**src/hw/rtl/dtqa_pkg.sv**
```systemverilog
// ----------------------------------------------------------------------------
// Dual temperature qualifier package
// Field widths, sentinel sample codes, register indexes, status codes and the
// structs that pass between the core and its channel filters.
// ----------------------------------------------------------------------------
package dtqa_pkg;

  localparam int unsigned SAMPLE_W   = 12;
  localparam int unsigned AVG_W      = 8;
  localparam int unsigned STATUS_W   = 2;
  localparam int unsigned COUNT_W    = 2;
  localparam int unsigned FLIMIT_W   = 4;
  localparam int unsigned CFG_IDX_W  = 2;
  localparam int unsigned CFG_DATA_W = 12;
  localparam int unsigned DEPTH_DEF  = 5;

  // Disconnected sensor (-127.0 C) and power-on value (85.0 C), raw units.
  localparam logic signed [SAMPLE_W-1:0] RAW_DISCONNECT = -12'sd2032;
  localparam logic signed [SAMPLE_W-1:0] RAW_POWER_ON   = 12'sd1360;

  localparam logic signed [SAMPLE_W-1:0] LOW_LIMIT_RST   = -12'sd160;
  localparam logic [FLIMIT_W-1:0]        FAULT_LIMIT_RST = 4'd5;

  localparam logic [CFG_IDX_W-1:0] CFG_LOW_LIMIT   = 2'd0;
  localparam logic [CFG_IDX_W-1:0] CFG_FAULT_LIMIT = 2'd1;

  localparam logic [STATUS_W-1:0] ST_OK   = 2'd0;
  localparam logic [STATUS_W-1:0] ST_SOFT = 2'd1;
  localparam logic [STATUS_W-1:0] ST_HARD = 2'd2;

  typedef struct packed {
    logic                       start;
    logic signed [SAMPLE_W-1:0] sample;
  } chan_ctl_t;

  typedef struct packed {
    logic                    busy;
    logic signed [AVG_W-1:0] held;
  } chan_sts_t;

  function automatic logic sample_ok(input logic signed [SAMPLE_W-1:0] s,
                                     input logic signed [SAMPLE_W-1:0] lim);
    return (s != RAW_DISCONNECT) && (s != RAW_POWER_ON) && (s >= lim);
  endfunction

endpackage

```
**src/hw/rtl/dtqa_if.sv**
```systemverilog
// ----------------------------------------------------------------------------
// Dual temperature qualifier channel interfaces
// Valid/ready channels for measurement rounds, results and register writes.
// ----------------------------------------------------------------------------
interface dtqa_in_if;
  logic                                      valid;
  logic                                      ready;
  logic [dtqa_pkg::COUNT_W-1:0]              sensor_count;
  logic signed [dtqa_pkg::SAMPLE_W-1:0]      sample_a;
  logic signed [dtqa_pkg::SAMPLE_W-1:0]      sample_b;

  modport source(output valid, sensor_count, sample_a, sample_b, input ready);
  modport sink(input valid, sensor_count, sample_a, sample_b, output ready);
endinterface

interface dtqa_out_if;
  logic                                      valid;
  logic                                      ready;
  logic signed [dtqa_pkg::AVG_W-1:0]         avg_a;
  logic signed [dtqa_pkg::AVG_W-1:0]         avg_b;
  logic [dtqa_pkg::STATUS_W-1:0]             status;

  modport source(output valid, avg_a, avg_b, status, input ready);
  modport sink(input valid, avg_a, avg_b, status, output ready);
endinterface

interface dtqa_cfg_if;
  logic                                      valid;
  logic                                      ready;
  logic [dtqa_pkg::CFG_IDX_W-1:0]            reg_idx;
  logic [dtqa_pkg::CFG_DATA_W-1:0]           wdata;

  modport source(output valid, reg_idx, wdata, input ready);
  modport sink(input valid, reg_idx, wdata, output ready);
endinterface

```
**src/hw/rtl/dual_temp_qualify_average_core.sv**
```systemverilog
// ----------------------------------------------------------------------------
// Dual temperature qualify and average core
// Qualifies one measurement round from two sensors, filters each channel with
// a moving average and reports the fault status of the round.
// ----------------------------------------------------------------------------
//   channel   direction  beat carries
//   in_bus    sink       sensor_count, sample_a, sample_b
//   out_bus   source     avg_a, avg_b, status
//   cfg_bus   sink       reg_idx, wdata (0 low_limit, 1 fault_limit)
//
// A round with a valid sample passes through the filters' update, load, divide
// and finish states before the result beat; the bit-serial divider produces
// one quotient bit per cycle. A round with no valid sample starts no filter.
// One round is in work at a time; the next is taken while the previous result
// waits in the output register, which holds it until the result beat is taken.
// Reset is synchronous and active low; ring contents are not cleared.
// ----------------------------------------------------------------------------
module dual_temp_qualify_average_core #(
  parameter int unsigned DEPTH = dtqa_pkg::DEPTH_DEF
) (
  input  logic        clk,
  input  logic        rst_n,
  dtqa_in_if.sink     in_bus,
  dtqa_out_if.source  out_bus,
  dtqa_cfg_if.sink    cfg_bus
);

  localparam logic S_IDLE = 1'b0;
  localparam logic S_WORK = 1'b1;

  logic                                        state_r, state_nxt;
  logic signed [dtqa_pkg::SAMPLE_W-1:0]        low_limit_r;
  logic [dtqa_pkg::FLIMIT_W-1:0]               fault_limit_r;
  logic [dtqa_pkg::FLIMIT_W-1:0]               fail_run_r, fail_run_nxt;
  logic [dtqa_pkg::STATUS_W-1:0]               st_pend_r, st_pend_nxt;
  logic                                        out_valid_r, out_valid_nxt;
  logic signed [dtqa_pkg::AVG_W-1:0]           avg_a_r;
  logic signed [dtqa_pkg::AVG_W-1:0]           avg_b_r;
  logic [dtqa_pkg::STATUS_W-1:0]               status_r;

  logic                                        in_fire;
  logic                                        cfg_fire;
  logic                                        valid_a;
  logic                                        valid_b;
  logic [dtqa_pkg::FLIMIT_W-1:0]               fail_inc;
  logic                                        work_done;
  logic                                        out_load;
  dtqa_pkg::chan_ctl_t                         ctl_a, ctl_b;
  dtqa_pkg::chan_sts_t                         sts_a, sts_b;

  assign in_fire  = in_bus.valid && in_bus.ready;
  assign cfg_fire = cfg_bus.valid && cfg_bus.ready;

  assign in_bus.ready  = (state_r == S_IDLE);
  assign cfg_bus.ready = 1'b1;

  assign valid_a = (in_bus.sensor_count != '0) &&
                   dtqa_pkg::sample_ok(in_bus.sample_a, low_limit_r);
  assign valid_b = (in_bus.sensor_count > 2'd1) &&
                   dtqa_pkg::sample_ok(in_bus.sample_b, low_limit_r);
  assign fail_inc = fail_run_r + 4'd1;

  assign ctl_a.start  = in_fire && valid_a;
  assign ctl_a.sample = in_bus.sample_a;
  assign ctl_b.start  = in_fire && valid_b;
  assign ctl_b.sample = in_bus.sample_b;

  dtqa_chan #(.DEPTH(DEPTH)) u_chan_a (
    .clk   (clk),
    .rst_n (rst_n),
    .ctl   (ctl_a),
    .sts   (sts_a)
  );

  dtqa_chan #(.DEPTH(DEPTH)) u_chan_b (
    .clk   (clk),
    .rst_n (rst_n),
    .ctl   (ctl_b),
    .sts   (sts_b)
  );

  assign work_done = (state_r == S_WORK) && !sts_a.busy && !sts_b.busy;
  assign out_load  = work_done && (!out_valid_r || out_bus.ready);

  always_comb begin
    state_nxt     = state_r;
    fail_run_nxt  = fail_run_r;
    st_pend_nxt   = st_pend_r;
    out_valid_nxt = out_valid_r;
    if (in_fire) begin
      state_nxt = S_WORK;
      // The status depends only on the round's validity and the failed-round run,
      // so it is settled at the input beat while the filters run.
      if (valid_a && valid_b) begin
        fail_run_nxt = '0;
        st_pend_nxt  = dtqa_pkg::ST_OK;
      end else if (fail_inc < fault_limit_r) begin
        fail_run_nxt = fail_inc;
        st_pend_nxt  = dtqa_pkg::ST_SOFT;
      end else begin
        fail_run_nxt = '0;
        st_pend_nxt  = dtqa_pkg::ST_HARD;
      end
    end
    if (out_load) begin
      state_nxt     = S_IDLE;
      out_valid_nxt = 1'b1;
    end else if (out_bus.ready) begin
      out_valid_nxt = 1'b0;
    end
  end

  always_ff @(posedge clk) begin
    if (!rst_n) begin
      state_r       <= S_IDLE;
      fail_run_r    <= '0;
      st_pend_r     <= dtqa_pkg::ST_OK;
      out_valid_r   <= 1'b0;
      low_limit_r   <= dtqa_pkg::LOW_LIMIT_RST;
      fault_limit_r <= dtqa_pkg::FAULT_LIMIT_RST;
    end else begin
      state_r     <= state_nxt;
      fail_run_r  <= fail_run_nxt;
      st_pend_r   <= st_pend_nxt;
      out_valid_r <= out_valid_nxt;
      if (cfg_fire) begin
        case (cfg_bus.reg_idx)
          dtqa_pkg::CFG_LOW_LIMIT: begin
            low_limit_r <= cfg_bus.wdata;
          end
          dtqa_pkg::CFG_FAULT_LIMIT: begin
            fault_limit_r <= cfg_bus.wdata[dtqa_pkg::FLIMIT_W-1:0];
          end
          default: begin
          end
        endcase
      end
    end
  end

  always_ff @(posedge clk) begin
    if (out_load) begin
      avg_a_r  <= sts_a.held;
      avg_b_r  <= sts_b.held;
      status_r <= st_pend_r;
    end
  end

  assign out_bus.valid  = out_valid_r;
  assign out_bus.avg_a  = avg_a_r;
  assign out_bus.avg_b  = avg_b_r;
  assign out_bus.status = status_r;

`ifndef SYNTHESIS
  a_idle_chans: assert property (@(posedge clk) disable iff (!rst_n)
    in_bus.ready |-> (!sts_a.busy && !sts_b.busy))
    else $error("channel filter busy while the core takes a new round");

  a_result_after_filters: assert property (@(posedge clk) disable iff (!rst_n)
    $rose(out_valid_r) |-> (!sts_a.busy && !sts_b.busy))
    else $error("result beat raised while a channel filter was still running");

  a_hard_clears_run: assert property (@(posedge clk) disable iff (!rst_n)
    ((state_r == S_WORK) && (st_pend_r == dtqa_pkg::ST_HARD)) |-> (fail_run_r == '0))
    else $error("failed-round run not cleared after a hard fail");

  a_status_code: assert property (@(posedge clk) disable iff (!rst_n)
    out_valid_r |-> (status_r == dtqa_pkg::ST_OK || status_r == dtqa_pkg::ST_SOFT ||
                     status_r == dtqa_pkg::ST_HARD))
    else $error("result beat carries an undefined status");
`endif

endmodule

```
**src/hw/rtl/dtqa_chan.sv**
```systemverilog
// ----------------------------------------------------------------------------
// Dual temperature qualifier channel filter
// Sample ring, exact running sum and a bit-serial divider that turns the sum
// into the mean in whole degrees, truncated toward zero.
// ----------------------------------------------------------------------------
module dtqa_chan #(
  parameter int unsigned DEPTH = dtqa_pkg::DEPTH_DEF
) (
  input  logic                clk,
  input  logic                rst_n,
  input  dtqa_pkg::chan_ctl_t ctl,
  output dtqa_pkg::chan_sts_t sts
);

  localparam int unsigned PW = (DEPTH > 1) ? $clog2(DEPTH) : 1;
  localparam int unsigned CW = $clog2(DEPTH + 1);
  localparam int unsigned SW = dtqa_pkg::SAMPLE_W + CW;
  localparam int unsigned MW = SW - 5;
  localparam int unsigned BW = $clog2(MW);
  localparam int unsigned AW = dtqa_pkg::AVG_W;

  localparam logic [PW-1:0] POS_LAST = PW'(DEPTH - 1);
  localparam logic [CW-1:0] N_FULL   = CW'(DEPTH);
  localparam logic [BW-1:0] BIT_LAST = BW'(MW - 1);

  localparam logic [2:0] C_IDLE = 3'd0;
  localparam logic [2:0] C_UPD  = 3'd1;
  localparam logic [2:0] C_LOAD = 3'd2;
  localparam logic [2:0] C_DIV  = 3'd3;
  localparam logic [2:0] C_FIN  = 3'd4;

  logic signed [dtqa_pkg::SAMPLE_W-1:0] ring_mem [DEPTH];

  logic [2:0]                            state_r, state_nxt;
  logic [PW-1:0]                         pos_r, pos_nxt;
  logic                                  full_r, full_nxt;
  logic signed [SW-1:0]                  sum_r, sum_nxt;
  logic signed [AW-1:0]                  held_r, held_nxt;
  logic [BW-1:0]                         bcnt_r, bcnt_nxt;
  logic signed [dtqa_pkg::SAMPLE_W-1:0]  samp_r;
  logic signed [dtqa_pkg::SAMPLE_W-1:0]  old_r;
  logic [MW-1:0]                         dvd_r;
  logic [CW-1:0]                         rem_r;
  logic                                  neg_r;

  logic [CW-1:0]                         n_cur;
  logic signed [dtqa_pkg::SAMPLE_W-1:0]  old_term;
  logic [SW-1:0]                         sum_abs;
  logic [CW:0]                           rem_sh;
  logic [CW:0]                           rem_sub;
  logic                                  q_bit;
  logic [AW-1:0]                         q_lo;

  assign n_cur    = full_r ? N_FULL : CW'(pos_r);
  assign old_term = full_r ? old_r : '0;
  assign sum_abs  = sum_r[SW-1] ? SW'(-sum_r) : SW'(sum_r);

  // One quotient bit per cycle: the dividend shifts out at the top while the
  // quotient shifts in at the bottom of the same register.
  assign rem_sh  = {rem_r, dvd_r[MW-1]};
  assign q_bit   = (rem_sh >= {1'b0, n_cur});
  assign rem_sub = q_bit ? (rem_sh - {1'b0, n_cur}) : rem_sh;
  assign q_lo    = dvd_r[AW-1:0];

  always_comb begin
    state_nxt = state_r;
    pos_nxt   = pos_r;
    full_nxt  = full_r;
    sum_nxt   = sum_r;
    held_nxt  = held_r;
    bcnt_nxt  = bcnt_r;
    case (state_r)
      C_IDLE: begin
        if (ctl.start) begin
          state_nxt = C_UPD;
        end
      end
      C_UPD: begin
        sum_nxt   = sum_r + SW'(samp_r) - SW'(old_term);
        pos_nxt   = (pos_r == POS_LAST) ? '0 : pos_r + PW'(1);
        full_nxt  = full_r | (pos_r == POS_LAST);
        state_nxt = C_LOAD;
      end
      C_LOAD: begin
        bcnt_nxt  = BIT_LAST;
        state_nxt = C_DIV;
      end
      C_DIV: begin
        if (bcnt_r == '0) begin
          state_nxt = C_FIN;
        end else begin
          bcnt_nxt = bcnt_r - BW'(1);
        end
      end
      C_FIN: begin
        held_nxt  = neg_r ? AW'(-q_lo) : AW'(q_lo);
        state_nxt = C_IDLE;
      end
      default: begin
        state_nxt = C_IDLE;
      end
    endcase
  end

  always_ff @(posedge clk) begin
    if (!rst_n) begin
      state_r <= C_IDLE;
      pos_r   <= '0;
      full_r  <= 1'b0;
      sum_r   <= '0;
      held_r  <= '0;
      bcnt_r  <= '0;
    end else begin
      state_r <= state_nxt;
      pos_r   <= pos_nxt;
      full_r  <= full_nxt;
      sum_r   <= sum_nxt;
      held_r  <= held_nxt;
      bcnt_r  <= bcnt_nxt;
    end
  end

  // Ring storage and divider datapath.
  always_ff @(posedge clk) begin
    if (ctl.start && (state_r == C_IDLE)) begin
      samp_r <= ctl.sample;
      old_r  <= ring_mem[pos_r];
    end
    if (state_r == C_UPD) begin
      ring_mem[pos_r] <= samp_r;
    end
    if (state_r == C_LOAD) begin
      // Dropping the four fraction bits first leaves the quotient unchanged.
      dvd_r <= sum_abs[SW-2:4];
      rem_r <= '0;
      neg_r <= sum_r[SW-1];
    end else if (state_r == C_DIV) begin
      dvd_r <= {dvd_r[MW-2:0], q_bit};
      rem_r <= rem_sub[CW-1:0];
    end
  end

  assign sts.busy = (state_r != C_IDLE);
  assign sts.held = held_r;

endmodule

```
**src/flat_wrapper.sv**
```systemverilog
// flat-port wrapper written by rule: the top's interface ports become plain ports
module dual_temp_qualify_average_core_flat 
#(
  parameter int unsigned DEPTH = dtqa_pkg::DEPTH_DEF
)
  (clk, rst_n, in_bus_valid, in_bus_sensor_count, in_bus_sample_a, in_bus_sample_b, in_bus_ready, out_bus_valid, out_bus_avg_a, out_bus_avg_b, out_bus_status, out_bus_ready, cfg_bus_valid, cfg_bus_reg_idx, cfg_bus_wdata, cfg_bus_ready);
  dtqa_in_if in_bus_i ();
  dtqa_out_if out_bus_i ();
  dtqa_cfg_if cfg_bus_i ();
  input  logic clk;
  input  logic rst_n;
  input wire logic [$bits(in_bus_i.valid)-1:0] in_bus_valid;
  input wire logic [$bits(in_bus_i.sensor_count)-1:0] in_bus_sensor_count;
  input wire logic [$bits(in_bus_i.sample_a)-1:0] in_bus_sample_a;
  input wire logic [$bits(in_bus_i.sample_b)-1:0] in_bus_sample_b;
  output wire logic [$bits(in_bus_i.ready)-1:0] in_bus_ready;
  output wire logic [$bits(out_bus_i.valid)-1:0] out_bus_valid;
  output wire logic [$bits(out_bus_i.avg_a)-1:0] out_bus_avg_a;
  output wire logic [$bits(out_bus_i.avg_b)-1:0] out_bus_avg_b;
  output wire logic [$bits(out_bus_i.status)-1:0] out_bus_status;
  input wire logic [$bits(out_bus_i.ready)-1:0] out_bus_ready;
  input wire logic [$bits(cfg_bus_i.valid)-1:0] cfg_bus_valid;
  input wire logic [$bits(cfg_bus_i.reg_idx)-1:0] cfg_bus_reg_idx;
  input wire logic [$bits(cfg_bus_i.wdata)-1:0] cfg_bus_wdata;
  output wire logic [$bits(cfg_bus_i.ready)-1:0] cfg_bus_ready;
  assign in_bus_i.valid = in_bus_valid;
  assign in_bus_i.sensor_count = in_bus_sensor_count;
  assign in_bus_i.sample_a = in_bus_sample_a;
  assign in_bus_i.sample_b = in_bus_sample_b;
  assign in_bus_ready = in_bus_i.ready;
  assign out_bus_valid = out_bus_i.valid;
  assign out_bus_avg_a = out_bus_i.avg_a;
  assign out_bus_avg_b = out_bus_i.avg_b;
  assign out_bus_status = out_bus_i.status;
  assign out_bus_i.ready = out_bus_ready;
  assign cfg_bus_i.valid = cfg_bus_valid;
  assign cfg_bus_i.reg_idx = cfg_bus_reg_idx;
  assign cfg_bus_i.wdata = cfg_bus_wdata;
  assign cfg_bus_ready = cfg_bus_i.ready;
  dual_temp_qualify_average_core #(.DEPTH(DEPTH)) u_core (.clk(clk), .rst_n(rst_n), .in_bus(in_bus_i), .out_bus(out_bus_i), .cfg_bus(cfg_bus_i));
endmodule
```
**config.mk**
```make
export PLATFORM = sky130hd
export DESIGN_NAME = dual_temp_qualify_average_core_flat
export DESIGN_NICKNAME = d
export VERILOG_FILES = /design/src/hw/rtl/dtqa_pkg.sv /design/src/hw/rtl/dtqa_if.sv /design/src/hw/rtl/dual_temp_qualify_average_core.sv /design/src/hw/rtl/dtqa_chan.sv /design/src/flat_wrapper.sv
export SDC_FILE = /design/constraint.sdc
export NUM_CORES = 1
export LEC_CHECK = 0
export BUFFER_PORTS_ARGS = -buffer_cell sky130_fd_sc_hd__buf_4
export CELL_PAD_IN_SITES_DETAIL_PLACEMENT = 1
export CELL_PAD_IN_SITES_GLOBAL_PLACEMENT = 2
export CORE_UTILIZATION = 25
export CTS_CLUSTER_SIZE = 8
export DETAILED_ROUTE_END_ITERATION = 16
export HOLD_SLACK_MARGIN = 0.15
export PLACE_DENSITY = 0.56
export SYNTH_ARGS = -nofsm -noshare
export SYNTH_HDL_FRONTEND = slang
export SYNTH_SLANG_ARGS = --single-unit
export TNS_END_PERCENT = 20
```
**constraint.sdc**
```tcl
create_clock -name clk -period 6.9 [get_ports clk]
set_clock_uncertainty 0.05 [all_clocks]
set_input_delay 0.69 -clock clk [delete_from_list [all_inputs] [get_ports clk]]
set_output_delay 0.69 -clock clk [all_outputs]
set_load 0.03 [all_outputs]
```
==> out/metrics.yaml <==
outcome:
  status: "complete, no violations"
clocking:
  clock_sink_count: 306
  cts_hold_buffers: 0
  post_cts.repair.setup_buffers: 0
  tritoncts: "done"
  cts_root_buffer: "clkbuf_16"
  clk_latency_ns: 0.56
  clk_path_buf_depth: 3
  postCtsResizedCells: 0
  clk_pin_slew_worst_paths_ns: 0.05
  tritoncts.num_buffers: 45
  clock_tree.htree_level_count: 2
grt:
  grt_antenna_before_repair: 0
  grt_pass1_vias: 10770
  grt_usage_pct: 12.90
  grt_pass1_wl_um: 61530
  grt_start_max_net_pins: 70
  grt-ovfl-total: 0
route:
  detailroute.via_count: 9992
  detail_route.wl_per_cell_um: 17.01
  post-route-drc-count: 0
  detail_route.iter0.violations: 390
  via_per_inst: 4.437
  drt_pre_antenna_iters: 4
  finalWirelength_um: 38300
  final_antenna_net_count: 0
setup_path:
  crit_path_end: "u_core.u_chan_b.sum_r[14]$_SDFFE_PN0P_"
  setup.reg_to_reg.worst_slack_ns: 3.48
  crit_path_start_kind: "flop"
  critical_path_rt_ns: 7.32
  path_cells: "and2_1, fa_1, inv_1, fa_1, a211oi_1, o211a_1, o211ai_1, nand4_1, a21oi_1, or4_1, a21oi_1"
  timing_worst_setup_path_type: "reg -> reg"
  worstSetupEndpointType: "flop"
  worst-r2r-cell-count: 11
  worst_setup_path_startpoint: "u_core.u_chan_b.full_r$_SDFFE_PN0P_"
  timing.critical_path.arrival_ns: 3.84
  critical_path_peak_fanout: 16
  critical_path.slowest_cell: "fa_1"
  worstReg2RegStart: "u_core.u_chan_b.full_r$_SDFFE_PN0P_"
  crit_path_max_incr_delay_ns: 0.49
  timing.rr.end: "u_core.u_chan_b.sum_r[14]$_SDFFE_PN0P_"
sta:
  min_tclk_post_route_ns: 3.415
  worst_slew_pin_slew_ns: 1.214
  final-hold-violation-count: 0
  hold-worst-slack_ns: 0.2831
  timing.fmax_mhz: 292.8
  post-route-period-util_pct: 49.50
  setup_total_negative_slack_ns: 0
  relSlewSlack_pct: 19.04
  timing.final.setup_violations: 0
  finalMaxSlewViolations: 0
  grt_setup_unrepaired: "false"
floorplanning:
  floorplan.core_area_sq_um: 59240
  floorplan.die.width_um: 247.3
  die_height_um: 247.3
  fp.dieArea_sq_um: 61150
  io_pins: 66
  floorplan.rows: 89
  starting_density_of_the_core_pct: 25.39
logic_synthesis:
  netlist_top_cells_count: "edfxtp_1 (208), inv_1 (146), nor2_1 (114)"
  dominant_combinational_cell_family_by_area_after_synthesis: "simple AND/OR/NAND/NOR gates"
  synth_most_common_cell: "edfxtp_1"
  synthFlopType: "edfxtp_1"
  ys_types: 61
  synth.cell_area_sq_um: 15040
  seq_area_frac_synth_pct: 54.57
  yosys-top-cells-area: "edfxtp_1 (42%), dfxtp_1 (13%), ha_1 (6.2%), fa_1 (4.0%), inv_1 (3.6%)"
  synth_fa_ha_area_share_pct: 10.15
  syn_nets: 1517
  synth_enable_flop_cells: 208
  synth_seq_cells: 306
  synth_top_area_cell: "edfxtp_1"
  synth.yosys.warnings: 0
  share_of_async_settable_or_async_resettable_flops_after_synthesis_pct: 0
  synth_top_area_share_pct: 41.53
  synth_xor_xnor_area_share_pct: 3.494
  netlist_instances: 1368
  syn-mean-instance-area_sq_um: 10.99
  post_synth_mux_area_share_pct: 2.737
  synth_compound_gate_area_share_pct: 11.80
  yosys.area_share.simple_pct: 12.21
power:
  power_leakage_nw: 6.543
  worst_ir_drop_vdd_uv: 152.9
  powerDensity_nw_per_um2: 277.2
layout:
  num_antenna_cells: 0
  post-route-util_pct: 30.09
  area_growth_pct: 18.53
  post_route_cells_drive_above_1_share_pct: 11.29
  final_design_area_no_fill_sq_um: 17830
  nets: 1593
  n_fill_cell: 6617
placed_design:
  placement.cell_area_sq_um: 16500
  place_congestion: 0.7543
  i_o_buffers: 64
  detailed_place_hpwl_um: 27610
run:
  cap_violations: 0
min_path:
  holdCritPathClass: "in -> reg"
[area by class of cell]
| cell class | count | area (sq um) | share of cell area, % |
|---|---|---|---|
| sequential | 306 | 8208 | 46.04 |
| multi-input combinational | 862 | 6157 | 34.54 |
| clock buffer | 79 | 1284 | 7.201 |
| tap | 773 | 967.2 | 5.425 |
| timing repair buffer | 82 | 615.6 | 3.453 |
| inverter | 147 | 551.8 | 3.095 |
| clock inverter | 3 | 43.79 | 0.2456 |
[sequential cells by signal, summed over array words and instances (netlist names), 8 cells and up]
| register | cells |
|---|---|
| u_core.u_chan_b.held_r | 8 |
| u_core.u_chan_a.ring_mem | 60 |
| u_core.u_chan_a.old_r | 12 |
| u_core.u_chan_b.samp_r | 12 |
| u_core.u_chan_a.held_r | 8 |
| u_core.u_chan_a.samp_r | 12 |
| u_core.low_limit_r | 12 |
| u_core.out_bus.avg_a | 8 |
| u_core.u_chan_b.ring_mem | 60 |
| u_core.out_bus.avg_b | 8 |
| u_core.u_chan_b.old_r | 12 |
| u_core.u_chan_a.dvd_r | 10 |
| u_core.u_chan_b.sum_r | 15 |
| u_core.u_chan_a.sum_r | 15 |
| u_core.u_chan_b.dvd_r | 10 |
[where the power goes]
group	switching (mW)	total, mW	internal, mW
combinational	0.443	0.731	0.288
sequential	0.0704	2.13	2.06
clock	0.823	2.08	1.25
[routing by layer]
layer  GRT usage [%]  vias up  routed length (um)
met5               0        -                   0
met3           2.561       53                1568
li1                -     4969                   -
met4           3.609        0                 812
met1           18.04     4820               19310
met2           20.09      150               16610
[kinds of logic after synthesis]
logic type,count (synthesis)
AOI/OAI and AO/OA,289
buffers and inverters,200
adders and majority gates,104
muxes,37
other,1
and+or+nand+nor,371
xor gates and xnor gates,60
DFF,306
[critical path: cells and delay by family, from the launching register on]
| kind | cells | cell delay (ns) |
|---|---|---|
| and+or+nand+nor | 3 | 0.84 |
| adders and majority gates | 2 | 0.96 |
| DFF | 1 | 0.44 |
| buffers and inverters | 1 | 0.06 |
| AOI/OAI and AO/OA | 5 | 0.99 |
[stage by stage]
stage	total power, mW	worst slack [ns]	instances
5_1_grt	5.202	3.171	2252
3_3_place_gp	2.904	3.185	2170
2_1_floorplan	2.668	3.843	1368
4_1_cts	5.048	3.455	2252
3_5_place_dp	2.918	3.069	2170
6_report	4.942	3.485	2252
[how the worst min path moves through the flow]
stage	cells after the start	end	slack, ns	startpoint
finish	1	u_core.u_chan_b.samp_r[0]$_DFFE_PP_	0.28	in_bus_sample_b[0]
floorplan	0	u_core.out_bus.avg_a[0]$_DFFE_PP_	0.36	u_core.u_chan_a.held_r[0]$_SDFFE_PN0N_
CTS	1	u_core.u_chan_a.samp_r[4]$_DFFE_PP_	0.25	in_bus_sample_a[4]
global route	1	u_core.u_chan_a.samp_r[4]$_DFFE_PP_	0.26	in_bus_sample_a[4]
global placement	0	u_core.out_bus.avg_a[4]$_DFFE_PP_	0.37	u_core.u_chan_a.held_r[4]$_SDFFE_PN0N_
detailed placement	0	u_core.out_bus.avg_a[2]$_DFFE_PP_	0.37	u_core.u_chan_a.held_r[2]$_SDFFE_PN0N_
[cells in the final DEF (no fill, tap or decap), types with 5 or more instances in the layout]
master	instances
edfxtp_1	208
inv_1	146
nor2_1	114
a21oi_1	101
nand2_1	99
dfxtp_1	98
buf_4	82
ha_1	74
o21ai_0	66
clkbuf_16	45
xnor2_1	39
mux2i_1	31
clkbuf_1	31
and2_1	30
fa_1	30
a211oi_1	24
a22oi_1	23
nand3_1	22
xor2_1	21
nor3_1	15
nand2b_1	14
o211ai_1	13
o31ai_1	9
a21o_1	8
o21a_1	8
and3_1	7
nor3b_1	7
a31oi_1	7
nor2b_1	6
or3_1	6
o21ai_1	5
nor4_2	5
nor4b_1	5
nand4_1	5
nand3b_1	5
Note: power is estimated with default switching activity, not from simulation.
